==> src/hw/rtl/mglcd_pkg.sv <==
// Shared types and constants for the monochrome graphic LCD frame controller.
// Holds the command codes, the controller/datapath command and status
// structs and the 6x8 font. No dependencies.
`default_nettype none

package mglcd_pkg;

  typedef enum logic [2:0] {
    REQ_SET_PIXEL   = 3'd0,
    REQ_CLEAR_PIXEL = 3'd1,
    REQ_CLEAR_SCRN  = 3'd2,
    REQ_PUT_CHAR    = 3'd3,
    REQ_REFRESH     = 3'd4,
    REQ_SET_CURSOR  = 3'd5,
    REQ_PLOT        = 3'd6
  } req_t;

  typedef enum logic [1:0] {
    RD_PIXEL   = 2'd0,
    RD_PLOT    = 2'd1,
    RD_REFRESH = 2'd2
  } rd_sel_t;

  typedef enum logic [1:0] {
    WR_ZERO  = 2'd0,
    WR_SET   = 2'd1,
    WR_CLR   = 2'd2,
    WR_GLYPH = 2'd3
  } wr_sel_t;

  typedef enum logic [1:0] {
    PUSH_CHAR_ERR = 2'd0,
    PUSH_GLYPH    = 2'd1,
    PUSH_PLOT     = 2'd2,
    PUSH_PLOT_ERR = 2'd3
  } push_sel_t;

  // Commands from the controller to the datapath.
  typedef struct packed {
    logic      latch;
    logic      cursor_load;
    logic      cursor_adv;
    logic      cnt_clr;
    logic      cnt_inc;
    logic      rd_en;
    rd_sel_t   rd_sel;
    logic      wr_en;
    wr_sel_t   wr_sel;
    logic      push;
    push_sel_t push_sel;
  } mglcd_cmd_t;

  // Status from the datapath to the controller.
  typedef struct packed {
    logic pix_ok;
    logic code_ok;
    logic plot_ok;
    logic glyph_last;
    logic refresh_issued;
    logic clear_last;
    logic q_space;
    logic rd_credit;
    logic rd_pending;
  } mglcd_stat_t;

  typedef struct packed {
    logic       half;
    logic [2:0] page;
    logic [5:0] column;
    logic [7:0] data;
    logic       last;
    logic       error;
  } beat_t;

  localparam int HALF_COLUMNS = 64;
  localparam logic [7:0] CHAR_FIRST = 8'd32;
  localparam logic [7:0] CHAR_LAST  = 8'd127;

  // Division by ten for values below 1029: (v * 205) >> 11.
  localparam int RECIP_MUL   = 205;
  localparam int RECIP_SHIFT = 11;
  localparam int ROW_SCALE   = 10;

  // One entry per printable code starting at CHAR_FIRST; column 0 in the top byte.
  localparam logic [47:0] FONT_ROM [96] = '{
    48'h000000000000, 48'h0000065F0600, 48'h000703000703, 48'h00247E247E24,
    48'h00242B6A1200, 48'h006313086463, 48'h003649562050, 48'h000007030000,
    48'h00003E410000, 48'h0000413E0000, 48'h00083E1C3E08, 48'h0008083E0808,
    48'h0000E0600000, 48'h000808080808, 48'h000060600000, 48'h002010080402,
    48'h003E5149453E, 48'h0000427F4000, 48'h006251494946, 48'h002249494936,
    48'h001814127F10, 48'h002F49494931, 48'h003C4A494930, 48'h000171090503,
    48'h003649494936, 48'h00064949291E, 48'h00006C6C0000, 48'h0000EC6C0000,
    48'h000814224100, 48'h002424242424, 48'h000041221408, 48'h000201590906,
    48'h003E415D551E, 48'h007E1111117E, 48'h007F49494936, 48'h003E41414122,
    48'h007F4141413E, 48'h007F49494941, 48'h007F09090901, 48'h003E4149497A,
    48'h007F0808087F, 48'h0000417F4100, 48'h00304040403F, 48'h007F08142241,
    48'h007F40404040, 48'h007F0204027F, 48'h007F0204087F, 48'h003E4141413E,
    48'h007F09090906, 48'h003E4151215E, 48'h007F09091966, 48'h002649494932,
    48'h0001017F0101, 48'h003F4040403F, 48'h001F2040201F, 48'h003F403C403F,
    48'h006314081463, 48'h000708700807, 48'h007149454300, 48'h00007F414100,
    48'h000204081020, 48'h000041417F00, 48'h000402010204, 48'h808080808080,
    48'h000003070000, 48'h002054545478, 48'h007F44444438, 48'h003844444428,
    48'h00384444447F, 48'h003854545408, 48'h00087E090900, 48'h0018A4A4A47C,
    48'h007F04047800, 48'h0000007D4000, 48'h004080847D00, 48'h007F10284400,
    48'h0000007F4000, 48'h007C04180478, 48'h007C04047800, 48'h003844444438,
    48'h00FC44444438, 48'h0038444444FC, 48'h004478440408, 48'h000854545420,
    48'h00043E442400, 48'h003C40207C00, 48'h001C2040201C, 48'h003C6030603C,
    48'h006C10106C00, 48'h009CA0603C00, 48'h006454544C00, 48'h00083E414100,
    48'h000000770000, 48'h000041413E08, 48'h000201020100, 48'h003C2623263C
  };

endpackage

`default_nettype wire

==> src/hw/rtl/mglcd_ctrl.sv <==
// Command sequencer of the monochrome graphic LCD frame controller.
// Drives the datapath through mglcd_cmd_t and reads mglcd_stat_t (mglcd_pkg).
`default_nettype none

module mglcd_ctrl
  import mglcd_pkg::*;
(
  input  wire logic        clk,
  input  wire logic        rst_n,
  input  wire logic        in_valid,
  output logic             in_stall,
  input  wire logic [2:0]  in_req_type,
  input  wire mglcd_stat_t stat,
  output mglcd_cmd_t       cmd
);

  typedef enum logic [3:0] {
    ST_CLEAR,
    ST_IDLE,
    ST_PIXEL,
    ST_RMW,
    ST_CHAR,
    ST_REFRESH,
    ST_MUL1,
    ST_MUL2,
    ST_MUL3,
    ST_PLOT
  } state_t;

  state_t  state_r, state_nxt;
  wr_sel_t rmw_sel_r, rmw_sel_nxt;
  logic    rmw_push_r, rmw_push_nxt;
  logic    accept;

  assign in_stall = (state_r != ST_IDLE);
  assign accept   = in_valid && !in_stall;

  always_comb begin
    state_nxt    = state_r;
    rmw_sel_nxt  = rmw_sel_r;
    rmw_push_nxt = rmw_push_r;
    cmd          = '0;
    case (state_r)
      ST_CLEAR: begin
        cmd.wr_en  = 1'b1;
        cmd.wr_sel = WR_ZERO;
        cmd.cnt_inc = 1'b1;
        if (stat.clear_last) begin
          state_nxt = ST_IDLE;
        end
      end
      ST_IDLE: begin
        if (accept) begin
          cmd.latch   = 1'b1;
          cmd.cnt_clr = 1'b1;
          case (req_t'(in_req_type))
            REQ_SET_PIXEL: begin
              rmw_sel_nxt  = WR_SET;
              rmw_push_nxt = 1'b0;
              state_nxt    = ST_PIXEL;
            end
            REQ_CLEAR_PIXEL: begin
              rmw_sel_nxt  = WR_CLR;
              rmw_push_nxt = 1'b0;
              state_nxt    = ST_PIXEL;
            end
            REQ_CLEAR_SCRN: state_nxt = ST_CLEAR;
            REQ_PUT_CHAR:   state_nxt = ST_CHAR;
            REQ_REFRESH:    state_nxt = ST_REFRESH;
            REQ_SET_CURSOR: cmd.cursor_load = 1'b1;
            REQ_PLOT: begin
              rmw_sel_nxt  = WR_SET;
              rmw_push_nxt = 1'b1;
              state_nxt    = ST_MUL1;
            end
            default: state_nxt = ST_IDLE;
          endcase
        end
      end
      ST_PIXEL: begin
        if (stat.pix_ok) begin
          cmd.rd_en  = 1'b1;
          cmd.rd_sel = RD_PIXEL;
          state_nxt  = ST_RMW;
        end else begin
          state_nxt = ST_IDLE;
        end
      end
      ST_RMW: begin
        if (!rmw_push_r || stat.q_space) begin
          cmd.wr_en    = 1'b1;
          cmd.wr_sel   = rmw_sel_r;
          cmd.push     = rmw_push_r;
          cmd.push_sel = PUSH_PLOT;
          state_nxt    = ST_IDLE;
        end
      end
      ST_CHAR: begin
        if (stat.q_space) begin
          cmd.push = 1'b1;
          if (!stat.code_ok) begin
            cmd.push_sel = PUSH_CHAR_ERR;
            state_nxt    = ST_IDLE;
          end else begin
            cmd.push_sel   = PUSH_GLYPH;
            cmd.wr_en      = 1'b1;
            cmd.wr_sel     = WR_GLYPH;
            cmd.cursor_adv = 1'b1;
            cmd.cnt_inc    = 1'b1;
            if (stat.glyph_last) begin
              state_nxt = ST_IDLE;
            end
          end
        end
      end
      ST_REFRESH: begin
        if (!stat.refresh_issued) begin
          if (stat.rd_credit) begin
            cmd.rd_en   = 1'b1;
            cmd.rd_sel  = RD_REFRESH;
            cmd.cnt_inc = 1'b1;
          end
        end else if (!stat.rd_pending) begin
          state_nxt = ST_IDLE;
        end
      end
      ST_MUL1: state_nxt = ST_MUL2;
      ST_MUL2: state_nxt = ST_MUL3;
      ST_MUL3: state_nxt = ST_PLOT;
      ST_PLOT: begin
        if (!stat.plot_ok) begin
          if (stat.q_space) begin
            cmd.push     = 1'b1;
            cmd.push_sel = PUSH_PLOT_ERR;
            state_nxt    = ST_IDLE;
          end
        end else begin
          cmd.rd_en  = 1'b1;
          cmd.rd_sel = RD_PLOT;
          state_nxt  = ST_RMW;
        end
      end
      default: state_nxt = ST_IDLE;
    endcase
  end

  always_ff @(posedge clk) begin
    if (!rst_n) begin
      state_r    <= ST_CLEAR;
      rmw_sel_r  <= WR_SET;
      rmw_push_r <= 1'b0;
    end else begin
      state_r    <= state_nxt;
      rmw_sel_r  <= rmw_sel_nxt;
      rmw_push_r <= rmw_push_nxt;
    end
  end

  // An accepted refresh command stalls intake once it has been taken.
  a_refresh_holds: assert property (@(posedge clk) disable iff (!rst_n)
    (accept && in_req_type == REQ_REFRESH) |=> in_stall)
    else $error("refresh command did not hold off intake");

  // The clearing sweep never overlaps a store read.
  a_clear_no_read: assert property (@(posedge clk) disable iff (!rst_n)
    (state_r == ST_CLEAR) |-> (!cmd.rd_en && in_stall))
    else $error("read or intake during clearing sweep");

  // Glyph writes and cursor steps always go out together with a beat.
  a_glyph_beat: assert property (@(posedge clk) disable iff (!rst_n)
    cmd.cursor_adv |-> (cmd.push && cmd.push_sel == PUSH_GLYPH && stat.q_space))
    else $error("cursor stepped without a glyph beat");

endmodule

`default_nettype wire

==> config.mk <==
export PLATFORM = sky130hd
export DESIGN_NAME = mglcd_ctrl
export DESIGN_NICKNAME = d
export VERILOG_FILES = /design/src/hw/rtl/mglcd_pkg.sv /design/src/hw/rtl/mglcd_ctrl.sv
export SDC_FILE = /design/constraint.sdc
export NUM_CORES = 1
export LEC_CHECK = 0
export BUFFER_PORTS_ARGS = -buffer_cell sky130_fd_sc_hd__buf_2
export CAP_MARGIN = 20
export CORE_ASPECT_RATIO = 0.9
export CORE_MARGIN = 3
export CORE_UTILIZATION = 51
export DETAILED_ROUTE_END_ITERATION = 8
export PLACE_DENSITY = 0.91
export SLEW_MARGIN = 15
export SYNTH_ARGS = -nofsm -noshare
export SYNTH_HDL_FRONTEND = slang
export SYNTH_SLANG_ARGS = --single-unit
==> constraint.sdc <==
create_clock -name clk -period 4.29 [get_ports clk]
set_clock_uncertainty 0.05 [all_clocks]
set_input_delay 0.2145 -clock clk [delete_from_list [all_inputs] [get_ports clk]]
set_output_delay 0.2145 -clock clk [all_outputs]
set_load 0.05 [all_outputs]
# After elaboration in Yosys (flattened, before gate mapping)
# Cells that the tools add are included.
# Widths: inputs -> output; s select.
totals:
  out_inout_bits: 15
  ff_bits: 7
  word_cells: 78
classes:
  n_eq_ne: 25
  n_mux: 37
  n_reduce_logical: 13
op_table:
  columns: ["operator", "count"]
  rows:
  - ["$mux 4", 12]
  - ["$pmux 4 s10", 1]
  - ["$pmux 3 s3", 3]
  - ["$pmux 4 s6", 1]
  - ["$eq 4x3->1 const B", 4]
  - ["$mux 3", 5]
  - ["$ne 2x2->1 const B", 7]
  - ["$mux 6", 2]
  - ["$eq 3x3->1 const B", 3]
  - ["$reduce_and 9->1", 1]
  - ["$eq 4x2->1 const B", 2]
  - ["$eq 4x4->1 const B", 2]
  - ["$mux 1", 7]
  - ["$eq 3x2->1 const B", 2]
  - ["$mux 2", 3]
  - ["$ne 3x3->1 const B", 2]
  - ["$reduce_and 3->1", 2]
  - ["$eq 4x1->1 const B", 1]
  - ["$logic_not 4->1", 1]
  - ["$ne 4x1->1 const B", 1]
  - ["$pmux 2 s2", 1]
  - ["$reduce_bool 2->1", 2]
  - ["$reduce_or 2->1", 2]
  - ["$eq 3x1->1 const B", 1]
  - ["other kinds (6)", 7]

# Longest topological paths before layout
# Gate-level depths: netlist of run 1.
logic_depth:
  word_depth: 5
  mapped_depth: 7
  ltp_nobuf: 6

# Worst setup path before layout of run 1
# Ideal clock, no wire load.
synth_path:
  kind: "reg-to-output"
  start: "register state_r[3]"
  end: "output cmd[0] in the netlist's numbering"
  stages_incl_launch_ff: 5
  setup_slack_ps: 1263
  arrival_time_ps: 2762
  required_ps: 4025
  cell_sequence: "dfxtp_1 -> buf_2 -> nor4_1 -> inv_1 -> nand2_1"
synth_rtl:
  columns: ["item", "line", "source"]
  rows:
  - ["start: declaration", "mglcd_ctrl.sv:30", "state_t state_r, state_nxt;"]
  - ["start signal: assignment", "mglcd_ctrl.sv:153", "state_r <= state_nxt;"]
  - ["end: declaration", "mglcd_ctrl.sv:14", "output mglcd_cmd_t cmd"]

==> results of run 1 <==
[report_power, final]
group | internal (µW) | switching, µW | leakage, µW
sequential | 69.1 | 8.63 | 0.0000569
combinational | 37.0 | 82.4 | 0.000389
clock | 35.6 | 25.3 | 0.0000150
total | 142 | 116 | 0.000461
[registers in the layout, indices dropped and copies added, names as in the netlist]
| signal | count |
|---|---|
| rmw_push_r | 1 |
| rmw_sel_r | 2 |
| state_r | 4 |
[cell usage after synthesis, types with 2 or more instances]
library cell  count  area, µm²
and3_1            4      25.02
o21ai_0           7      35.03
a21oi_1           6      30.03
o31ai_1           2      15.01
inv_1             6      22.52
nand3_1           4      20.02
nand2_1          15      56.30
a21o_1            3      22.52
buf_2             3      15.01
clkbuf_1          2      7.510
nor2_1           11      41.29
dfxtp_1           7      140.1
a31oi_1           2      12.51
nor3_1            5      25.02
nand3b_1          2      15.01
nand2b_1          3      18.77
nor2b_1           5      31.28
[worst paths after layout]
| check | startpoint | end | slack [ns] |
|---|---|---|---|
| worst max-delay path | state_r[2]$_SDFFE_PN0P_ | cmd[0] | 2.02 |
| worst min-delay path | rst_n | rmw_sel_r[0]$_SDFFE_PN1P_ | 0.12 |
| worst max register to register | state_r[2]$_SDFFE_PN0P_ | state_r[2]$_SDFFE_PN0P_ | 2.40 |
| worst min register to register | rmw_sel_r[0]$_SDFFE_PN1P_ | rmw_sel_r[0]$_SDFFE_PN1P_ | 0.45 |
[metrics by stage]
step | power [µW] | util [%] | instances | hold slack (ns) | instance area [µm²]
3_5_place_dp | 197.3 | 67.24 | 147 | 0.3808 | 878.3
2_1_floorplan | 173.4 | - | 111 | 0.2264 | 757.0
3_3_place_gp | 193.5 | 67.24 | 147 | 0.3807 | 878.3
5_1_grt | 275.1 | 69.25 | 151 | 0.1222 | 904.6
4_1_cts | 259.3 | 69.25 | 151 | 0.1162 | 904.6
6_report | 257.9 | 69.25 | 151 | 0.1207 | 904.6
[cell type report]
cell class	instances	area (µm²)	share of cell area (%)
timing repair buffer	29	145.1	16.04
tap	14	17.52	1.936
inverter	6	22.52	2.490
clock buffer	4	26.28	2.905
sequential	7	140.1	15.49
multi-input combinational	91	553.0	61.13
[logic make-up after synthesis]
| kind of cell | Yosys count |
|---|---|
| simple gates | 59 |
| compound gates | 30 |
| buf+inv | 13 |
| flops | 7 |
| xor+xnor | 1 |
| mux | 1 |
[layer usage]
metal | vias to the layer above | GRT usage [%] | share of wire [%]
li1 | 449 | - | -
met1 | 415 | 31.04 | 41
met2 | 58 | 36.81 | 48
met3 | 9 | 3.863 | 8.8
met4 | 0 | 8.840 | 2.0
met5 | - | 0 | 0
==> out/metrics.csv, run 1 <==
stage,metric,value,unit
yosys,Main synth FF type,dfxtp_1,
die,DIE WIDTH,46.61,µm
timing,final hold vios,0,
pwr,leakage power,0.0004608,µW
finish,fill cell count,121,
clock_network,clk slew on worst S/H paths,0.05,ns
setup_path,critical path capture point type,output port,
setup_path,WP buf/inv,2,
die,die area,0.001983,mm²
finish,most frequent cells in the layout,"buf_2 (29), nand2_1 (15), nor2_1 (11)",
place,Post-Place Worst Slack,2.296,ns
clock_network,root buf cell,clkbuf_4,
routing,Vias/cell,6.166,
setup_path,max incr delay on CP,0.66,ns
setup_path,Worst setup SP type,flop,
timing,worst slew pin tran,0.5444,ns
timing,Final period util,52.97,%
routing,Post-DRT Antenna Nets,0,
hold_path,Worst Hold Class,input port to flop,
place,number of port buffers,29,
yosys,Adder-Cell Fraction of Synth Area,0,%
die,Die Y,42.55,µm
yosys,post-synth cell types,41,
routing,drt drc,0,
timing,RSZ-0062 raised after global routing,false,
setup_path,"critical path, cell by cell",nand2b_1 -> nor4_1 -> inv_1 -> nand2_1 -> buf_2,
yosys,post-synthesis xor/xnor area fraction,1.157,%
place,Detailed Place HPWL,1.691,mm
routing,total routed wirelength,2.125,mm
global_route,All-Layer GR Usage,23.40,%
clock_network,H-tree levels,1,
global_route,total global routing overflow,0,
pwr,pwr dens,285.1,mW/mm²
clock_network,clk buf depth,2,
pwr,VDD IR max,180.1,µV
yosys,syn nets,126,
setup_path,CP Data Arrival Time,2.01,ns
clock_network,Clock Sinks,7,
timing,Final Critical Period,2.273,ns
finish,share of cells above drive strength 1,29.20,%
clock_network,# resized after CTS,0,
timing,Pins Over Slew Limit,0,
clock_network,CTS tree,built,
routing,DRT iter0 DRCs,32,
setup_path,Setup CP Type,flop to output port,
routing,Avg WL per Cell,14.07,µm
flow_run,Max Cap Viol,0,
yosys,Post-Syn Instances,111,
setup_path,"delay-heaviest family, CP",simple AND/OR/NAND/NOR gates,
global_route,initial antenna violation count,0,
setup_path,Crit. path cell count,5,
yosys,Mean Syn Cell Area,6.820,µm²
finish,nets,153,
place,gp weighted congestion,0.9129,
routing,DR pass1 iterations,4,
timing,final setup fails,0,
yosys,"Cell Area, Synth",757.0,µm²
finish,ANT cells,0,
routing,Via Count,931,
yosys,Synthesis Warnings,0,
global_route,first-pass GRT wire length,3.456,mm
die,IO Pins,30,
die,Core ar.,0.001306,mm²
clock_network,clk_lat worst skew,0.25,ns
die,row count,12,
timing,setup TNS,0,ns
timing,"crit path setup slack, layout",2.017,ns
yosys,mux cell area share after synthesis,1.488,%
finish,"most common cell after layout, fill and taps aside",buf_2,
finish,Area Overhead vs Synth,19.50,%
clock_network,cts hold-fix bufs,0,
timing,f_max,0.4400,GHz
setup_path,critical path's slowest cell,dfxtp_1,
clock_network,"Setup Fix Bufs, Post-CTS",0,
yosys,Synth Area in Compound Gates,28.76,%
global_route,largest net degree at the start of global routing,18,
outcome,status,"complete, no violations",
yosys,async set-reset flop share out of synthesis,0,%
setup_path,Worst R2R Path Depth,5,
die,Starting Density,57.95,%
yosys,sequential-to-total area share from yosys stat,18.51,%
hold_path,WHS Path Cells,2,
yosys,number of synthesized flops with an enable pin,0,
yosys,Yosys reg bits,7,
yosys,simple-gate area share of the yosys netlist,41.65,%
global_route,vias in the first global route,795,
clock_network,TritonCTS buffer count,3,
setup_path,Critical Path RT,4.03,ns
setup_path,Crit Path Max Fanout,17,
timing,Worst slew margin,63.66,%
yosys,largest family of logic cells by synthesized area,simple AND/OR/NAND/NOR gates,
No activity file was read; power rests on OpenSTA's default activity.
==> run 2: changes to the inputs <==
--- a/config.mk
+++ b/config.mk
@@ -9,9 +9,9 @@
 export CAP_MARGIN = 20
 export CORE_ASPECT_RATIO = 0.9
 export CORE_MARGIN = 3
-export CORE_UTILIZATION = 51
+export CORE_UTILIZATION = 43
 export DETAILED_ROUTE_END_ITERATION = 8
-export PLACE_DENSITY = 0.91
+export PLACE_DENSITY = 0.83
 export SLEW_MARGIN = 15
 export SYNTH_ARGS = -nofsm -noshare
 export SYNTH_HDL_FRONTEND = slang
==> constraint.sdc (replaced) <==
create_clock -name clk -period 1.93 [get_ports clk]
set_clock_uncertainty 0.05 [all_clocks]
set_input_delay 0.0965 -clock clk [delete_from_list [all_inputs] [get_ports clk]]
set_output_delay 0.0965 -clock clk [all_outputs]
set_load 0.05 [all_outputs]
==> run 2 against run 1 <==
  * Cell area rose by 9.3%
  * Combinational power rose by 140%
  * Largest power group unchanged
  * Total power rose by 120%
  * Core utilization fell by 5.3 points
  * Die area rose by 16%
  * Worst setup slack got worse by 2.0 ns
  * Largest cell class unchanged
  * Clock-buffer cell count did not move
  * Sequential cell count did not move
==> out/metrics.csv, run 2 (synthesis gave the netlist of run 1 again) <==
stage,metric,value,unit
timing,f_max,0.5277,GHz
die,Die Y,45.81,µm
timing,Final Critical Period,1.895,ns
timing,hold slack final,0.01633,ns
hold_path,hold-critical path endpoint,rmw_sel_r[0]$_SDFFE_PN1P_,
finish,"non-filler cells, final",164,
finish,Area Overhead vs Synth,30.58,%
setup_path,reg2reg setup slack,0.13,ns
die,row count,13,
timing,final setup fails,0,
clock_network,clk buf depth,2,
setup_path,Setup CP Type,flop to output port,
timing,worst slew pin tran,0.4765,ns
hold_path,Worst Hold Class,input port to flop,
setup_path,CP Data Arrival Time,1.75,ns
pwr,VDD IR max,404.2,µV
place,number of port buffers,29,
place,gp weighted congestion,0.8990,
finish,Top Registers,"state_r x4, rmw_sel_r x2, rmw_push_r x1",
setup_path,WP buf/inv,2,
finish,Finished Core Util,63.97,%
clock_network,TritonCTS buffer count,3,
clock_network,clk_lat worst skew,0.24,ns
pwr,leakage power,0.0004907,µW
setup_path,Critical R2R Capture,state_r[0]$_SDFFE_PN0P_,
routing,Vias/cell,5.646,
setup_path,critical path's slowest cell,dfxtp_1,
finish,most frequent cells in the layout,"buf_2 (26), nand2_1 (15), nor2_1 (11)",
finish,"most common cell after layout, fill and taps aside",buf_2,
pwr,pwr dens,583.9,mW/mm²
die,Starting Density,48.99,%
setup_path,Crit Path Max Fanout,6,
outcome,status,"complete, no violations",
global_route,first-pass GRT wire length,3.463,mm
pwr,Tot Pwr,577.2,µW
finish,Reg with most FFs,state_r,
place,Detailed Place HPWL,1.782,mm
finish,design area,988.4,µm²
setup_path,CP Launch Point,state_r[1]$_SDFFE_PN0P_,
routing,drt drc,0,
die,Core ar.,0.001545,mm²
setup_path,critical path capture point type,output port,
setup_path,Crit. path cell count,6,
setup_path,r2r startpoint,state_r[3]$_SDFFE_PN0P_,
timing,final hold vios,0,
die,IO Pins,30,
routing,Avg WL per Cell,13.08,µm
setup_path,"critical path, cell by cell",buf_4 -> nor2b_1 -> nand3_1 -> a21oi_2 -> or2_2 -> clkbuf_4,
setup_path,Critical Path RT,1.78,ns
timing,Final period util,98.19,%
finish,ANT cells,0,
setup_path,Worst setup SP type,flop,
place,DP Area,940.9,µm²
timing,Worst slew margin,67.99,%
global_route,largest net degree at the start of global routing,12,
routing,DRT iter0 DRCs,25,
routing,Via Count,926,
clock_network,root buf cell,clkbuf_4,
clock_network,clk slew on worst S/H paths,0.05,ns
global_route,total global routing overflow,0,
clock_network,H-tree levels,1,
clock_network,CTS tree,built,
global_route,vias in the first global route,839,
flow_run,Max Cap Viol,0,
global_route,initial antenna violation count,0,
place,Post-Place Cells,160,
routing,DR pass1 iterations,5,
timing,RSZ-0062 raised after global routing,true,
clock_network,Clock Sinks,7,
setup_path,Worst R2R Path Depth,5,
die,die area,0.002301,mm²
setup_path,"delay-heaviest family, CP",simple AND/OR/NAND/NOR gates,
finish,number of flip-flops in the largest register,4,
timing,Pins Over Slew Limit,0,
die,DIE WIDTH,50.23,µm
finish,nets,158,
routing,Post-DRT Antenna Nets,0,
global_route,All-Layer GR Usage,19.71,%
routing,total routed wirelength,2.145,mm
setup_path,max incr delay on CP,0.40,ns
hold_path,Hold Crit Start,rst_n,
finish,share of cells above drive strength 1,35.92,%
hold_path,WHS Path Cells,2,
-- run 2: repair_timing --
action                     CTS  global route
setup buffers                0             0
gates resized for setup      1             7
pin swaps                    0             0
hold buffers                 0             0
setup endpoints to repair    4            11
-- run 2: layout make-up --
type	count	area [µm²]
Sequential cell	7	142.6
Timing Repair Buffer	34	190.2
Fill cell	133	556.8
Tap cell	22	27.53
Multi-Input combinational cell	91	579.3
Clock buffer	4	26.28
Inverter	6	22.52
-- run 2: how the worst max path moves through the flow --
| stage | end | slack, ns |
|---|---|---|
| floorplan | cmd[0] | 0.08 |
| CTS | cmd[8] | 0.01 |
| global placement | state_r[0]$_SDFFE_PN0P_ | 0.22 |
| finish | cmd[8] | 0.04 |
| detailed placement | state_r[0]$_SDFFE_PN0P_ | 0.15 |
| global route | cmd[8] | -0.08 |
-- run 2: report_power, final --
group	switching [µW]	internal (µW)
Clock	45.5	78.3
Sequential	16.6	155
Combinational	191	91.0
Total	253	325
-- run 2: per-layer routing --
layer	GRT usage, %	routed length [µm]
met3	4.262	170
met2	32.81	1054
met5	0	0
met4	12.15	30
met1	23.35	889
-- run 2: stage by stage --
| step | setup slack, ns | TNS, ns |
|---|---|---|
| finish | 0.03500 | 0 |
| global route | -0.07522 | -0.1426 |
| CTS | 0.01351 | 0 |
| detailed placement | 0.1480 | 0 |
| global placement | 0.2167 | 0 |
| floorplan | 0.07921 | 0 |
